`src/rtl/bve_pkg.sv`:
```
// shared types, codes and sizes for the bounded vector engine
// no dependencies; imported by bve_cell and bounded_vector_engine_core
package bve_pkg;

  localparam int CAPACITY   = 256;
  localparam int IDX_W      = $clog2(CAPACITY);
  localparam int CNT_W      = IDX_W + 1;
  localparam int WORD_W     = 32;
  localparam int SCAN_STEPS = IDX_W;
  localparam int STEP_W     = $clog2(SCAN_STEPS);
  localparam int ACT_W      = 3;
  localparam int INDEX_W    = 9;
  localparam int ST_W       = 3;
  localparam int OP_W       = 3;

  localparam logic [ACT_W-1:0] ACT_PUSH   = 3'd0;
  localparam logic [ACT_W-1:0] ACT_POP    = 3'd1;
  localparam logic [ACT_W-1:0] ACT_INSERT = 3'd2;
  localparam logic [ACT_W-1:0] ACT_RMF    = 3'd3;
  localparam logic [ACT_W-1:0] ACT_RMA    = 3'd4;
  localparam logic [ACT_W-1:0] ACT_CLEAR  = 3'd5;

  localparam logic [ST_W-1:0] ST_OK       = 3'd0;
  localparam logic [ST_W-1:0] ST_EMPTY    = 3'd1;
  localparam logic [ST_W-1:0] ST_FULL     = 3'd2;
  localparam logic [ST_W-1:0] ST_INDEX    = 3'd3;
  localparam logic [ST_W-1:0] ST_NOTFOUND = 3'd4;

  localparam logic [OP_W-1:0] CELL_HOLD   = 3'd0;
  localparam logic [OP_W-1:0] CELL_INSERT = 3'd1;
  localparam logic [OP_W-1:0] CELL_POP    = 3'd2;
  localparam logic [OP_W-1:0] CELL_MARK   = 3'd3;
  localparam logic [OP_W-1:0] CELL_SCAN   = 3'd4;
  localparam logic [OP_W-1:0] CELL_RMF    = 3'd5;
  localparam logic [OP_W-1:0] CELL_SORT   = 3'd6;

  typedef struct packed {
    logic [ACT_W-1:0]          action;
    logic [INDEX_W-1:0]        index;
    logic signed [WORD_W-1:0]  value;
  } req_t;

  typedef struct packed {
    logic signed [WORD_W-1:0]  popped_value;
    logic [CNT_W-1:0]          element_count;
    logic [ST_W-1:0]           status;
  } rsp_t;

  typedef struct packed {
    logic [OP_W-1:0]   op;
    logic [CNT_W-1:0]  tpos;
    logic [CNT_W-1:0]  count;
    logic [WORD_W-1:0] value;
    logic              phase;
    logic              any_hit;
  } cell_ctrl_t;

endpackage

```
`src/rtl/bve_cell.sv`:
```
// one storage cell of the chain: a word plus keep, scan and tally flags
// depends on bve_pkg
module bve_cell (
  input  logic                       clk,
  input  bve_pkg::cell_ctrl_t        ctrl,
  input  logic [bve_pkg::IDX_W-1:0]  pos,
  input  logic [bve_pkg::WORD_W-1:0] word_below,
  input  logic [bve_pkg::WORD_W-1:0] word_above,
  input  logic                       keep_below,
  input  logic                       keep_above,
  input  logic                       incl_above,
  input  logic                       incl_far,
  input  logic                       tally_above,
  output logic [bve_pkg::WORD_W-1:0] word,
  output logic                       keep,
  output logic                       incl,
  output logic                       tally
);
  import bve_pkg::*;

  logic [CNT_W-1:0] pos_ext;
  logic             live;
  logic             hit;
  logic             lower;

  assign pos_ext = {1'b0, pos};
  assign live    = (pos_ext < ctrl.count);
  assign hit     = live && (word == ctrl.value);
  assign lower   = (pos[0] == ctrl.phase);

  always_ff @(posedge clk) begin
    case (ctrl.op)
      CELL_INSERT: begin
        if (pos_ext > ctrl.tpos) begin
          word <= word_below;
        end else if (pos_ext == ctrl.tpos) begin
          word <= ctrl.value;
        end
      end
      CELL_POP: begin
        word <= word_above;
      end
      CELL_MARK: begin
        keep  <= live && !hit;
        incl  <= hit;
        tally <= hit;
      end
      CELL_SCAN: begin
        incl <= incl | incl_far;
      end
      CELL_RMF: begin
        if (ctrl.any_hit && !incl_above) begin
          word <= word_above;
        end
      end
      CELL_SORT: begin
        tally <= tally_above;
        if (lower) begin
          if (!keep && keep_above) begin
            word <= word_above;
            keep <= 1'b1;
          end
        end else begin
          if (keep && !keep_below) begin
            keep <= 1'b0;
          end
        end
      end
      default: begin
      end
    endcase
  end

endmodule
```
`config.mk`:
```
export PLATFORM = sky130hd
export DESIGN_NAME = bve_cell
export DESIGN_NICKNAME = d
export VERILOG_FILES = /design/src/rtl/bve_pkg.sv /design/src/rtl/bve_cell.sv
export SDC_FILE = /design/constraint.sdc
export NUM_CORES = 1
export LEC_CHECK = 0
export BUFFER_PORTS_ARGS = -buffer_cell sky130_fd_sc_hd__buf_2
export CELL_PAD_IN_SITES_DETAIL_PLACEMENT = 1
export CELL_PAD_IN_SITES_GLOBAL_PLACEMENT = 2
export CORE_MARGIN = 2
export CORE_UTILIZATION = 21
export DETAILED_ROUTE_END_ITERATION = 10
export PLACE_DENSITY_LB_ADDON = 0.25
export SETUP_SLACK_MARGIN = 0.3
export SLEW_MARGIN = 40
export SYNTH_ARGS = -nofsm -noshare
export SYNTH_HDL_FRONTEND = slang
export SYNTH_SLANG_ARGS = --single-unit
export TNS_END_PERCENT = 30
```
`constraint.sdc`:
```
create_clock -name clk -period 4.9 [get_ports clk]
set_clock_uncertainty 0.15 [all_clocks]
set_input_delay 0.98 -clock clk [delete_from_list [all_inputs] [get_ports clk]]
set_output_delay 0.98 -clock clk [all_outputs]
set_load 0.02 [all_outputs]
```
==> impl_metrics.toml <==
[clocking]
cts_tree = "built"
insertion_delay_ns = 0.28
holdBufCountCts = 0
cts.sinks = 35
clockBufferDepth = 2
cts_root_buf = "clkbuf_16"
post_cts_buffers = 0
cts_inserted_buffers = 5
htreeDepth = 2
clk_pin_slew_ns = 0.06
post_cts_resized = 0

[drt]
wl_per_cell_um = 17.4
drt-pass1-iter-count = 4
vias = 2972
ant_nets = 0
drtIter0Drc = 125
drc_errors = 0
vias_per_cell = 4.61
finalWirelength_um = 11200

[die]
rows = 42
initial_utilization = 0.212
die_y_um = 119
coreArea_mm2 = 0.0131
die_area_mm2 = 0.0142
io_pins = 168
die_w_um = 119

[logic_synthesis]
ys_warn_count = 0
synth_compound_area_frac = 0.178
seq_area_frac_synth = 0.378
syn_inst = 308
yosysUniqueCellTypes = 42
synth_fa_ha_area_frac = 0.0675
syn-mean-instance-area_um2 = 9.02
synth_simple_gate_area_share = 0.183
synth_area_mm2 = 0.00278
synthMuxAreaShare = 0.0239
syn-num-nets = 456
synth_flop_cell = "edfxtp_1"
synth_enable_flop_cells = 35
synth_top_family_by_area = "simple AND/OR/NAND/NOR gates"
ys_ff_latch = 35
synth_xor_area_frac = 0.104
async_flop_share = 0

[layout]
fill_cells = 1618
mostFrequentLayoutCell = "buf_2"
n_antenna_cell = 0
area_growth_pct = 42.5
finalCoreUtilization = 0.303
finish.net_count = 615
multiInputGateArea_mm2 = 0.00159
final_cell_mix = "167 x buf_2, 37 x nor2_1, 36 x nand3_1"
layout-drive-gt1-share = 0.404
regArea_mm2 = 0.00105

[hold_path]
whs_path_depth = 2
holdCritPathClass = "reg -> reg"

[pwr]
cellPowerDensity_mw_per_mm2 = 255
intPower_uw = 677
p_clk_frac = 0.315
power_leakage_uw = 0.00165
p_sw_uw = 334
pwr-share-seq = 0.369
combPwrFrac = 0.316
p_sw_frac = 0.330
irDropWorstVdd_uv = 133

[global_routing]
grt_max_degree = 65
gr-total-overflow = 0
grt_pass1_wl_um = 17300
grt_pass1_vias = 3175
antenna_found_initial = 0
grt.total_usage = 0.155

[critical_path]
r2r_end = "keep"
reg2reg_slack_ns = 2.66
critical_path_arrival_ns = 3.08
reg2regPathDepth = 5
crit_path_max_fanout = 22
crit_type = "in -> reg"
cp-end-kind = "flip-flop"
critPathLaunchType = "input port"
worstPathRequired_ns = 4.73
reg2reg_from = "word[0]"
endpoint = "word[2]"
startpoint = "pos[4]"

[sta]
finalMaxSlewViolations = 0
hold_slack_ns = 0.484
tightestPinTransition_ns = 0.813
post-route-period-util = 0.664
fin_setup_tns_ns = 0
max_freq_mhz = 308
setup_viol = 0
rsz0062_at_grt = "no"
slew_headroom = 0.458
period_minus_slack_ns = 3.25
finalHoldViolCount = 0

[flow_run]
drv_cap = 0

[run_status]
status = "completed"

[placed_design]
place.gp.congestion = 0.792
dp_hpwl_um = 8630
portBuffers = 167
## kinds of logic after synthesis
group,count (synthesis)
buffers and inverters,37
AND/OR/NAND/NOR,102
adder cells (fa/ha/maj),15
XOR/XNOR,33
flip-flops,35
AO/OA/AOI/OAI,80
multiplexers,6
## state kept, by name, summed over array words and instances, names as in the netlist
signal  cells
tally       1
incl        1
keep        1
word       32
## Yosys cell counts (4+ instances only)
cell type / instances / share of area
inv_1: 18 / 0.024
o21ai_1: 9 / 0.016
ha_1: 15 / 0.068
o21ai_0: 25 / 0.045
nand4_1: 8 / 0.018
a31oi_1: 32 / 0.072
edfxtp_1: 35 / 0.38
clkbuf_1: 7 / 0.0095
nand3_1: 36 / 0.065
nor2_1: 37 / 0.050
xnor2_1: 32 / 0.10
buf_2: 6 / 0.011
nand2_1: 4 / 0.0054
## final cells by class
class	instances	area share
Clock buffer	6	0.0325
Clock inverter	2	0.00316
Inverter	18	0.0171
Multi-Input combinational cell	236	0.402
Sequential cell	35	0.265
Tap cell	176	0.0556
Timing Repair Buffer	171	0.225
## power by group through the flow
stage	Combinational (µW)	Clock, µW	Sequential, µW
2_1_floorplan	165	0	403
3_3_place_gp	317	0	379
3_5_place_dp	326	0	380
4_1_cts	328	321	374
5_1_grt	354	334	375
6_report	319	319	373
## routing by layer
| metal | share of wire | global-route usage | up-vias |
|---|---|---|---|
| met5 | 0 | 0 | - |
| met4 | 0.0062 | 0.0246 | 0 |
| met3 | 0.072 | 0.0374 | 5 |
| met2 | 0.48 | 0.272 | 114 |
| met1 | 0.44 | 0.197 | 1394 |
| li1 | - | - | 1459 |
## worst max-delay path, stage by stage
cell	delay, ns
buf_2	0.11
ha_1	0.30
and3_1	0.18
nand3_1	0.16
a41oi_1	0.26
nor4_1	0.10
a311oi_4	0.69
buf_12	0.27
## worst min-delay path by stage
stage | startpoint | end | slack (ns)
finish | incl | incl | 0.48
global route | incl | incl | 0.53
CTS | incl | incl | 0.49
detailed placement | incl | incl | 0.49
global placement | incl | incl | 0.45
floorplan | incl | incl | 0.57
## metrics by stage
step	total power, µW	cell area, µm²	instances	setup slack [ns]
after detailed placement	706	3820	636	1.30
after global routing	1060	3960	644	1.46
after floorplan	568	2790	308	1.02
final	1010	3960	644	1.65
after global placement	696	3780	634	1.28
after CTS	1020	3960	644	1.57
Note: power is estimated with default switching activity, not from simulation.
